--- src/rtl/core/owb_pkg.sv ---
// Package for the 1-Wire bus decoder: widths, symbol kinds, register indexes
// and the structs passed between the timer, the judge and the top level.
// No dependencies.
package owb_pkg;

  localparam int CNT_W  = 24;   // pulse / gap counters and thresholds
  localparam int TICK_W = 32;   // free-running tick and output times
  localparam int BYTE_W = 8;
  localparam int BIT_W  = 3;    // bit index within a byte
  localparam int KIND_W = 2;
  localparam int CFG_IDX_W = 3;

  localparam logic [CNT_W-1:0] CNT_MAX = {CNT_W{1'b1}};

  // Symbol kinds
  localparam logic [KIND_W-1:0] KIND_RESET    = 2'd0;
  localparam logic [KIND_W-1:0] KIND_PRESENCE = 2'd1;
  localparam logic [KIND_W-1:0] KIND_DATA     = 2'd2;
  localparam logic [KIND_W-1:0] KIND_ERROR    = 2'd3;

  // Configuration register indexes
  localparam logic [CFG_IDX_W-1:0] REG_RESET_MIN    = 3'd0;
  localparam logic [CFG_IDX_W-1:0] REG_RESET_SHORT  = 3'd1;
  localparam logic [CFG_IDX_W-1:0] REG_PRES_GAP_MAX = 3'd2;
  localparam logic [CFG_IDX_W-1:0] REG_PRES_MIN     = 3'd3;
  localparam logic [CFG_IDX_W-1:0] REG_ONE_MAX      = 3'd4;
  localparam logic [CFG_IDX_W-1:0] REG_ZERO_MIN     = 3'd5;

  // Reset values of the thresholds
  localparam logic [CNT_W-1:0] RESET_MIN_DEF    = 24'd480;
  localparam logic [CNT_W-1:0] RESET_SHORT_DEF  = 24'd450;
  localparam logic [CNT_W-1:0] PRES_GAP_MAX_DEF = 24'd60;
  localparam logic [CNT_W-1:0] PRES_MIN_DEF     = 24'd60;
  localparam logic [CNT_W-1:0] ONE_MAX_DEF      = 24'd15;
  localparam logic [CNT_W-1:0] ZERO_MIN_DEF     = 24'd60;

  typedef struct packed {
    logic [CNT_W-1:0] reset_min;
    logic [CNT_W-1:0] reset_short;
    logic [CNT_W-1:0] pres_gap_max;
    logic [CNT_W-1:0] pres_min;
    logic [CNT_W-1:0] one_max;
    logic [CNT_W-1:0] zero_min;
  } cfg_t;

  // Line timing as seen by the judge for the current sample
  typedef struct packed {
    logic              pulse_end;   // sample high after a low one
    logic [TICK_W-1:0] tick_now;
    logic [TICK_W-1:0] low_start;
    logic [CNT_W-1:0]  low_count;
    logic [CNT_W-1:0]  gap_count;
  } timing_t;

  typedef struct packed {
    logic              valid;
    logic [KIND_W-1:0] kind;
    logic [BYTE_W-1:0] value;
    logic [TICK_W-1:0] start;
    logic [TICK_W-1:0] length;
  } result_t;

endpackage

--- src/rtl/core/owb_timer.sv ---
// Line timer: previous level, tick counter, low pulse start/length and gap.
// Depends on owb_pkg.
module owb_timer (
  input  logic              clk,
  input  logic              rst_n,
  input  logic              advance,
  input  logic              line_level,
  output owb_pkg::timing_t  timing
);
  import owb_pkg::*;

  logic              prev_r,      prev_nxt;
  logic [TICK_W-1:0] tick_r,      tick_nxt;
  logic [TICK_W-1:0] low_start_r, low_start_nxt;
  logic [CNT_W-1:0]  low_cnt_r,   low_cnt_nxt;
  logic [CNT_W-1:0]  gap_cnt_r,   gap_cnt_nxt;

  assign timing.pulse_end = line_level & ~prev_r;
  assign timing.tick_now  = tick_r;
  assign timing.low_start = low_start_r;
  assign timing.low_count = low_cnt_r;
  assign timing.gap_count = gap_cnt_r;

  always_comb begin
    prev_nxt      = line_level;
    tick_nxt      = tick_r + 1'b1;
    low_start_nxt = low_start_r;
    low_cnt_nxt   = low_cnt_r;
    gap_cnt_nxt   = gap_cnt_r;
    if (line_level) begin
      if (!prev_r) begin
        gap_cnt_nxt = {{(CNT_W-1){1'b0}}, 1'b1};
      end else if (gap_cnt_r != CNT_MAX) begin
        gap_cnt_nxt = gap_cnt_r + 1'b1;
      end
    end else begin
      if (prev_r) begin
        low_start_nxt = tick_r;
        low_cnt_nxt   = {{(CNT_W-1){1'b0}}, 1'b1};
      end else if (low_cnt_r != CNT_MAX) begin
        low_cnt_nxt = low_cnt_r + 1'b1;
      end
    end
  end

  always_ff @(posedge clk) begin
    if (!rst_n) begin
      prev_r      <= 1'b1;
      tick_r      <= '0;
      low_start_r <= '0;
      low_cnt_r   <= '0;
      gap_cnt_r   <= '0;
    end else if (advance) begin
      prev_r      <= prev_nxt;
      tick_r      <= tick_nxt;
      low_start_r <= low_start_nxt;
      low_cnt_r   <= low_cnt_nxt;
      gap_cnt_r   <= gap_cnt_nxt;
    end
  end

  // While the line is low the running pulse has at least one sample
  a_low_nonzero: assert property (@(posedge clk) disable iff (!rst_n)
    !prev_r |-> low_cnt_r != '0)
    else $error("low pulse counter empty while line low");

endmodule

--- src/rtl/core/owb_judge.sv ---
// Pulse judge: idle/detect/data phase machine, byte assembly and result build.
// Depends on owb_pkg; fed by owb_timer.
module owb_judge (
  input  logic              clk,
  input  logic              rst_n,
  input  logic              advance,
  input  owb_pkg::cfg_t     cfg,
  input  owb_pkg::timing_t  timing,
  output owb_pkg::result_t  res
);
  import owb_pkg::*;

  localparam logic [1:0] PH_IDLE   = 2'd0;
  localparam logic [1:0] PH_DETECT = 2'd1;
  localparam logic [1:0] PH_DATA   = 2'd2;

  logic [1:0]        phase_r,      phase_nxt;
  logic [BIT_W-1:0]  bits_r,       bits_nxt;
  logic [BYTE_W-1:0] shift_r,      shift_nxt;
  logic [TICK_W-1:0] byte_start_r, byte_start_nxt;

  logic [TICK_W-1:0] dur;
  logic [TICK_W-1:0] bstart;
  logic [BYTE_W-1:0] shifted;
  logic              use_idle;
  logic              idle_short, idle_full;
  logic              bit_one, bit_zero;
  logic [CNT_W-1:0]  len, gap;

  assign len        = timing.low_count;
  assign gap        = timing.gap_count;
  assign dur        = timing.tick_now - timing.low_start;
  assign idle_short = (len < cfg.reset_min) && (len > cfg.reset_short);
  assign idle_full  = len >= cfg.reset_min;
  assign bit_one    = len < cfg.one_max;
  assign bit_zero   = len > cfg.zero_min;
  assign bstart     = (bits_r == '0) ? timing.low_start : byte_start_r;
  assign shifted    = {bit_one, shift_r[BYTE_W-1:1]};

  always_comb begin
    phase_nxt      = phase_r;
    bits_nxt       = bits_r;
    shift_nxt      = shift_r;
    byte_start_nxt = byte_start_r;
    use_idle       = 1'b0;
    res.valid      = 1'b0;
    res.kind       = KIND_ERROR;
    res.value      = '0;
    res.start      = timing.low_start;
    res.length     = dur;

    if (timing.pulse_end) begin
      unique case (phase_r)
        PH_DETECT: begin
          if (gap > cfg.pres_gap_max) begin
            use_idle = 1'b1;          // presence came too late: judge as idle
          end else if (len < cfg.pres_min) begin
            res.valid = 1'b1;
            res.kind  = KIND_ERROR;
            phase_nxt = PH_IDLE;
          end else begin
            res.valid = 1'b1;
            res.kind  = KIND_PRESENCE;
            phase_nxt = PH_DATA;
            bits_nxt  = '0;
            shift_nxt = '0;
          end
        end
        PH_DATA: begin
          if (len > cfg.reset_short) begin
            bits_nxt  = '0;           // drop the partial byte
            shift_nxt = '0;
            use_idle  = 1'b1;
          end else begin
            byte_start_nxt = bstart;
            if (!bit_one && !bit_zero) begin
              res.valid = 1'b1;
              res.kind  = KIND_ERROR;
              phase_nxt = PH_IDLE;
              bits_nxt  = '0;
              shift_nxt = '0;
            end else if (bits_r == {BIT_W{1'b1}}) begin
              res.valid  = 1'b1;
              res.kind   = KIND_DATA;
              res.value  = shifted;
              res.start  = bstart;
              res.length = timing.tick_now - bstart;
              bits_nxt   = '0;
              shift_nxt  = '0;
            end else begin
              bits_nxt  = bits_r + 1'b1;
              shift_nxt = shifted;
            end
          end
        end
        default: begin
          use_idle = 1'b1;
        end
      endcase

      if (use_idle) begin
        res.valid = 1'b1;
        priority if (idle_short) begin
          res.kind  = KIND_RESET;
          res.value = {{(BYTE_W-1){1'b0}}, 1'b1};
          phase_nxt = PH_DETECT;
        end else if (idle_full) begin
          res.kind  = KIND_RESET;
          phase_nxt = PH_DETECT;
        end else begin
          res.kind  = KIND_ERROR;
          phase_nxt = PH_IDLE;
        end
      end
    end
  end

  always_ff @(posedge clk) begin
    if (!rst_n) begin
      phase_r      <= PH_IDLE;
      bits_r       <= '0;
      shift_r      <= '0;
      byte_start_r <= '0;
    end else if (advance) begin
      phase_r      <= phase_nxt;
      bits_r       <= bits_nxt;
      shift_r      <= shift_nxt;
      byte_start_r <= byte_start_nxt;
    end
  end

  // A partial byte exists only while in the data phase
  a_bits_in_data: assert property (@(posedge clk) disable iff (!rst_n)
    bits_r != '0 |-> phase_r == PH_DATA)
    else $error("bit count held outside data phase");

  a_shift_in_data: assert property (@(posedge clk) disable iff (!rst_n)
    shift_r != '0 |-> phase_r == PH_DATA)
    else $error("shift byte held outside data phase");

  // Results only come at the end of a low pulse
  a_res_at_edge: assert property (@(posedge clk) disable iff (!rst_n)
    res.valid |-> timing.pulse_end)
    else $error("result without pulse end");

endmodule

--- src/rtl/core/one_wire_bus_decoder.sv ---
// 1-Wire bus decoder: one line sample per beat in, reset/presence/byte/error out.
// A result is on the output register in the cycle after the sample that ends it.
// Throughput: one sample per cycle; the input stalls only while a result waits stalled.
// Reset (rst_n, synchronous): line assumed high, tick and counters zero, idle phase,
// thresholds back to 480/450/60/60/15/60 ticks, output empty.
// Depends on owb_pkg, owb_timer, owb_judge.
module one_wire_bus_decoder (
  input  logic                            clk,
  input  logic                            rst_n,
  // sample channel
  input  logic                            in_valid,
  output logic                            in_stall,
  input  logic                            in_line_level,
  // result channel
  output logic                            out_valid,
  input  logic                            out_stall,
  output logic [owb_pkg::KIND_W-1:0]      out_symbol_kind,
  output logic [owb_pkg::BYTE_W-1:0]      out_symbol_value,
  output logic [owb_pkg::TICK_W-1:0]      out_start_tick,
  output logic [owb_pkg::TICK_W-1:0]      out_length_ticks,
  // configuration write channel
  input  logic                            cfg_valid,
  output logic                            cfg_ready,
  input  logic [owb_pkg::CFG_IDX_W-1:0]   cfg_index,
  input  logic [owb_pkg::CNT_W-1:0]       cfg_data
);
  import owb_pkg::*;

  cfg_t    cfg_r;
  timing_t timing;
  result_t res;
  logic    in_acc;

  logic              out_valid_r;
  logic [KIND_W-1:0] out_kind_r;
  logic [BYTE_W-1:0] out_value_r;
  logic [TICK_W-1:0] out_start_r;
  logic [TICK_W-1:0] out_len_r;

  // Hold the input only when a finished result is blocked downstream;
  // otherwise the output register drains and refills in the same cycle.
  assign in_stall = out_valid_r & out_stall;
  assign in_acc   = in_valid & ~in_stall;

  // Register writes are always taken
  assign cfg_ready = 1'b1;

  always_ff @(posedge clk) begin
    if (!rst_n) begin
      cfg_r.reset_min    <= RESET_MIN_DEF;
      cfg_r.reset_short  <= RESET_SHORT_DEF;
      cfg_r.pres_gap_max <= PRES_GAP_MAX_DEF;
      cfg_r.pres_min     <= PRES_MIN_DEF;
      cfg_r.one_max      <= ONE_MAX_DEF;
      cfg_r.zero_min     <= ZERO_MIN_DEF;
    end else if (cfg_valid && cfg_ready) begin
      // drop writes to indexes past the register list
      unique case (cfg_index)
        REG_RESET_MIN:    cfg_r.reset_min    <= cfg_data;
        REG_RESET_SHORT:  cfg_r.reset_short  <= cfg_data;
        REG_PRES_GAP_MAX: cfg_r.pres_gap_max <= cfg_data;
        REG_PRES_MIN:     cfg_r.pres_min     <= cfg_data;
        REG_ONE_MAX:      cfg_r.one_max      <= cfg_data;
        REG_ZERO_MIN:     cfg_r.zero_min     <= cfg_data;
        default: ;
      endcase
    end
  end

  // Time the low pulses and the gaps between them
  owb_timer u_timer (
    .clk        (clk),
    .rst_n      (rst_n),
    .advance    (in_acc),
    .line_level (in_line_level),
    .timing     (timing)
  );

  // Judge each finished pulse and build the result
  owb_judge u_judge (
    .clk     (clk),
    .rst_n   (rst_n),
    .advance (in_acc),
    .cfg     (cfg_r),
    .timing  (timing),
    .res     (res)
  );

  // Output register: load on a beat that yields a result, clear once taken
  always_ff @(posedge clk) begin
    if (!rst_n) begin
      out_valid_r <= 1'b0;
    end else if (in_acc && res.valid) begin
      out_valid_r <= 1'b1;
    end else if (!out_stall) begin
      out_valid_r <= 1'b0;
    end
  end

  always_ff @(posedge clk) begin
    if (in_acc && res.valid) begin
      out_kind_r  <= res.kind;
      out_value_r <= res.value;
      out_start_r <= res.start;
      out_len_r   <= res.length;
    end
  end

  assign out_valid        = out_valid_r;
  assign out_symbol_kind  = out_kind_r;
  assign out_symbol_value = out_value_r;
  assign out_start_tick   = out_start_r;
  assign out_length_ticks = out_len_r;

  // Input is held back only on account of a pending result
  a_stall_cause: assert property (@(posedge clk) disable iff (!rst_n)
    in_stall |-> out_valid_r)
    else $error("input stalled with empty output register");

  // A non-data symbol carries only the short-reset flag in bit 0, set only on a reset symbol
  a_value_kind: assert property (@(posedge clk) disable iff (!rst_n)
    out_valid_r && out_kind_r != KIND_DATA |-> out_value_r[BYTE_W-1:1] == '0)
    else $error("non-data symbol carries byte bits");

endmodule
--- config.mk ---
export PLATFORM = sky130hd
export DESIGN_NAME = one_wire_bus_decoder
export DESIGN_NICKNAME = d
export VERILOG_FILES = /design/src/rtl/core/owb_pkg.sv /design/src/rtl/core/owb_timer.sv /design/src/rtl/core/owb_judge.sv /design/src/rtl/core/one_wire_bus_decoder.sv
export SDC_FILE = /design/constraint.sdc
export NUM_CORES = 1
export LEC_CHECK = 0
export BUFFER_PORTS_ARGS = -buffer_cell sky130_fd_sc_hd__buf_2
export CORE_MARGIN = 2
export CORE_UTILIZATION = 37
export CTS_CLUSTER_DIAMETER = 200
export DETAILED_ROUTE_END_ITERATION = 12
export GPL_ROUTABILITY_DRIVEN = 0
export PLACE_DENSITY = 0.59
export SYNTH_ARGS = -nofsm -noshare
export SYNTH_HDL_FRONTEND = slang
export SYNTH_HIERARCHICAL = 1
export SYNTH_SLANG_ARGS = --single-unit
--- constraint.sdc ---
create_clock -name clk -period 7.05 [get_ports clk]
set_input_delay 1.0575 -clock clk [delete_from_list [all_inputs] [get_ports clk]]
set_output_delay 1.0575 -clock clk [all_outputs]
set_load 0.01 [all_outputs]
# --- Word-level counts from Yosys, hierarchy flattened ---
# Cells that the tools add are included.
# Widths: inputs -> output; s select.
word_totals:
  register_bits: 377
  latchBits: 0
  mem_bits_rw: 0
  rom_bits: 0
  output_inout_bits: 77
  n_memories: 0
classes:
  add_sub_neg: 6
  n_mul: 0
  n_div: 0
  order_cmp: 7
  eq_ne: 17
  shifts: 0
  muxes: 44
  bitwise_logic: 7
  n_reduce_logical: 22
op_table:
  columns: ["op", "count"]
  rows:
  - ["$mux 75", 3]
  - ["$mux 72", 2]
  - ["$mux 24", 4]
  - ["$gt 24x24->1", 3]
  - ["$lt 24x24->1", 3]
  - ["$sub 32x32->32", 2]
  - ["$add 24x1->24 const B", 2]
  - ["$mux 8", 6]
  - ["$ne 24x24->1 const B", 2]
  - ["$add 32x1->32 const B", 1]
  - ["$mux 32", 1]
  - ["$ge 24x24->1", 1]
  - ["$mux 3", 7]
  - ["$mux 2", 9]
  - ["$pmux 8 s2", 1]
  - ["$pmux 3 s2", 2]
  - ["$reduce_and 2->1", 6]
  - ["$mux 11", 1]
  - ["$eq 3x3->1 const B", 3]
  - ["$reduce_and 3->1", 3]
  - ["$eq 3x2->1 const B", 2]
  - ["$logic_not 3->1", 2]
  - ["$mux 1", 6]
  - ["$ne 2x2->1 const B", 3]
  - ["other kinds (18)", 28]

# --- Longest topological paths before layout ---
logic_depth:
  depth_word: 12
  mapped_depth: 21
  ltp_nobuf: 18

# --- Modules after synthesis ---
# Netlist, hierarchy kept.
modules_own_cells:
  columns: ["mod", "n_inst", "cells_each", "area_per_inst_um2", "seq_area_each_um2"]
  rows:
  - ["owb_judge", 1, 1369, 9907.0, 880.8]
  - ["one_wire_bus_decoder", 1, 593, 7639.8, 5124.9]
  - ["owb_timer", 1, 669, 5393.9, 2262.2]

# --- Worst setup path after synthesis ---
# OpenSTA, ideal clock, no wires.
synth_path:
  path_type: "reg2reg"
  start: "reg u_timer.low_cnt_r[11]"
  end: "reg out_len_r[0] (netlist: out_length_ticks[0]) (enable)"
  setup_time_ns: 0.506
  arrival_time_ns: 5.327
  t_required_ns: 6.544
  slack_ns: 1.217
  path_stages_with_launch: 14
  path_buffers: 0
  period_less_slack_ns: 5.833
  path_cell_list: "dfxtp_1 > ha_1 > and3_1 > a221oi_1 > o21ai_0 > a21oi_1 > nor2_1 > a311oi_1 > o21ai_1 > nand2_1 > o21ai_0 > a21boi_0 > nand2_1 > nor2_1"
synth_rtl:
  columns: ["item", "line", "text"]
  rows:
  - ["start: declaration", "owb_timer.sv:15", "logic [CNT_W-1:0] low_cnt_r, low_cnt_nxt;"]
  - ["start signal: assignment", "owb_timer.sv:57", "low_cnt_r <= low_cnt_nxt;"]
  - ["end signal: assignment", "one_wire_bus_decoder.sv:105", "out_len_r <= res.length;"]
  - ["end: declaration", "one_wire_bus_decoder.sv:38", "logic [TICK_W-1:0] out_len_r;"]

==> summary.md <==
| Metric | Value |
|---|---|
| Final worst clock skew | `23.67 ps` |
| # setup viols final | `0` |
| Metal-1 WL | `27460 µm` |
| Minimum clock period | `5028 ps` |
| Slew @ Worst Pin | `1184 ps` |
| Design area | `25570 µm²` |
| Asr flop ratio synth | `0` |
| Final Max Tran Viols | `0` |
| Hold Path End | `cfg_r[100]$_SDFFE_PN0P_` |
| Sequential area share after synthesis | `0.3604` |
| Pin count of the biggest net entering global routing | `95` |
| Power per Cell Area | `192.6 nW/µm²` |
| Worst R2R Path Depth | `18` |
| Post-Syn Area per Cell | `8.719 µm²` |
| Worst hold slack | `453.1 ps` |
| Crit Reg-Reg Endpoint | `out_length_ticks[31]$_DFFE_PP_` |
| CTS max path bufs | `3` |
| CTS tree | `done` |
| Crit end category | `flip-flop` |
| Synthesis warning total | `6` |
| Post-CTS setup buffer count | `0` |
| Worst setup margin | `2022 ps` |
| Min-delay worst type | `flip-flop to flip-flop` |
| Number of synthesized flops with an enable pin | `74` |
| Antenna diodes | `0` |
| I/O pin cnt | `110` |
| GRT overflow | `0` |
| Final layout net count | `2919` |
| Initial antenna violation count | `1` |
| Worst reg2reg setup slack | `2020 ps` |
| I/O Buffers | `108` |
| Worst Hold Depth | `2` |
| Total CTS buffers | `45` |
| Area after DPL | `24110 µm²` |
| Post-Place Worst Slack | `2093 ps` |
| Placed wire-length estimate | `43230 µm` |
| Clock Latency Late Sink | `590 ps` |
| Clock Sinks | `376` |
| Initial DRC Count | `1216` |
| Critical Path RT | `7380 ps` |
| Post-synthesis cell count | `2631` |
| Root buf cell | `clkbuf_16` |
| Filler cell count | `6151` |
| Core Rows | `91` |
| Chip Height | `253 µm` |
| Total Power | `4.924 mW` |
| P_leak | `10.91 nW` |
| Syn nets | `2859` |
| Initial Util | `0.3731` |
| CP Launch Type | `flip-flop` |
| Post-route antenna net violation count | `0` |
| DRT Pass-1 Iters | `5` |
| Post-CTS Hold Fix Bufs | `0` |
| Top Layer Used | `met4` |
| WS Path Type | `flip-flop to flip-flop` |
| Most frequent cells after synthesis | `nand2_1, dfxtp_1, inv_1` |
| Vias per cell | `5.383` |
| Width of the die | `253 µm` |
| H-tree Lvls | `2` |
| Mapped Area | `22940 µm²` |
| Fin Setup TNS | `0 ps` |
| Max-slew headroom | `0.2109` |
| Routed vias | `18930` |
| Final wirelength | `60170 µm` |
| Crit Path Max Fanout | `17` |
| Fmax achieved | `0.1989 GHz` |
| Worst hold path startpoint | `cfg_r[100]$_SDFFE_PN0P_` |
| Top-count cell post-synth | `nand2_1` |
| DRC | `0` |
| Critical path data arrival time | `5350 ps` |
| RSZ-0062 raised after global routing | `no` |
| Synth Flop Type | `dfxtp_1` |
| Vias in the first global route | `18340` |
| Max Cap Viol | `0` |
| Wirelength per Cell | `17.11 µm` |
| Clock transition at path regs | `60 ps` |
| Yosys top cell by area | `dfxtp_1` |
| Top-area cell type share of the netlist area | `0.2635` |
| Worst ir drop on vdd | `0.1749 mV` |
| Final Cycle Share | `0.7132` |
| FF-to-FF Start | `u_judge/bits_r[0]$_SDFFE_PN0P_` |
| Synth Register Bits | `376` |
| First-pass GRT wire length | `96300 µm` |
| Die ar. | `64010 µm²` |
| DR WL met2 | `27910 µm` |
| Hold Vio Cnt, Final | `0` |
| Library cells used by synthesis | `105` |
| Layout cell share with drive strength beyond 1 | `0.1031` |
| Area Overhead vs Synth | `11.47%` |
| Met3 WL post-DR | `3174 µm` |
| Gr usage total | `0.1852` |
| Status | `finished clean` |
| Core Region | `61480 µm²` |
| Multi-input gate area | `13320 µm²` |
| PostCTS Resize Cnt | `0` |
| FF+latch area | `8268 µm²` |
| Top cells by area, synth | `dfxtp_1, ha_1, edfxtp_1` |
## per-stage QoR
stage                     cells    util
after floorplan            2631       -
after global placement     3434  0.3921
after detailed placement   3434  0.3921
after CTS                  3516  0.4159
after global routing       3516  0.4159
final                      3516  0.4159
## state kept, by name (all words and copies together) (netlist names)
register / cells
out_symbol_value: 8
out_symbol_kind: 2
out_valid: 1
out_length_ticks: 32
u_judge/bits_r: 3
cfg_r: 144
u_judge/shift_r: 7
u_timer/low_cnt_r: 24
out_start_tick: 32
u_timer/low_start_r: 32
u_timer/gap_cnt_r: 24
u_timer/tick_r: 32
u_timer/prev_r: 1
u_judge/phase_r: 2
u_judge/byte_start_r: 32
## power breakdown
group          total (mW)  switching (mW)  internal, mW  leakage [nW]
sequential           2.24          0.0181          2.23          3.10
clock                2.31           0.961          1.35         0.734
combinational       0.367           0.232         0.136          7.07
## layout make-up
class / instances / area share
inverters: 214 / 0.03141
clock inverters: 27 / 0.009492
flip-flops and latches: 376 / 0.3233
multi-input cells: 1924 / 0.5209
repair buffers: 130 / 0.02833
clock buffers: 55 / 0.04785
well taps: 790 / 0.03865
## cell families after synthesis
family          count (synthesis)  synth area share
compound gates                500            0.1415
xor+xnor                      102           0.03927
buf+inv                       331           0.06054
mux                           202           0.09076
fa+ha+maj                     209            0.1133
simple gates                  910            0.1940
other cells                     1         0.0001635
flops                         376            0.3604
## per-layer routing
metal / GRT usage / vias to the layer above
met5: 0 / -
met4: 0.06069 / 0
met3: 0.02590 / 94
met2: 0.3111 / 493
met1: 0.2442 / 8959
li1: - / 9382
## worst max-delay path, cell delays in order (launching register included)
cell	delay, ps
dfxtp_1	330
inv_1	80
ha_1	310
nor2b_4	700
mux2i_1	350
inv_1	80
ha_1	210
inv_1	60
a21oi_1	60
maj3_2	350
o32ai_2	360
nand3_2	190
o31ai_1	690
a41o_1	290
nor2_1	70
a31oi_1	210
mux2i_1	230
o21ai_2	70
xnor2_1	130
## worst max path at each step
stage,startpoint,end,slack [ps],cells past startpoint
6_report,u_judge/bits_r[0]$_SDFFE_PN0P_,out_length_ticks[31]$_DFFE_PP_,2020,18
5_1_grt,u_judge/bits_r[0]$_SDFFE_PN0P_,out_length_ticks[31]$_DFFE_PP_,1670,18
4_1_cts,u_judge/bits_r[0]$_SDFFE_PN0P_,out_length_ticks[31]$_DFFE_PP_,2070,18
3_5_place_dp,u_judge/bits_r[0]$_SDFFE_PN0P_,out_length_ticks[31]$_DFFE_PP_,2090,18
3_3_place_gp,u_judge/bits_r[0]$_SDFFE_PN0P_,out_length_ticks[31]$_DFFE_PP_,2140,18
2_1_floorplan,u_timer/low_cnt_r[11]$_SDFFE_PN0P_,out_length_ticks[0]$_DFFE_PP_,1220,13
## layout by cell type (no fill, tap or decap), types with 19 or more instances in the layout
master     instances
a211oi_1          38
ha_1             193
mux2i_1          183
nor2b_1           53
a21oi_1          160
xnor2_1           57
clkbuf_16         45
nand2_1          363
buf_2            107
nand2b_1          24
edfxtp_1          74
nand3_1           71
nand4_1           59
nor3_1            39
o21a_1            22
nor4_1            19
xor2_1            44
dfxtp_1          302
buf_4             21
o21ai_0           94
nor2_1           162
a21o_1            69
inv_1            212
Power figures use the tool's default switching activity.
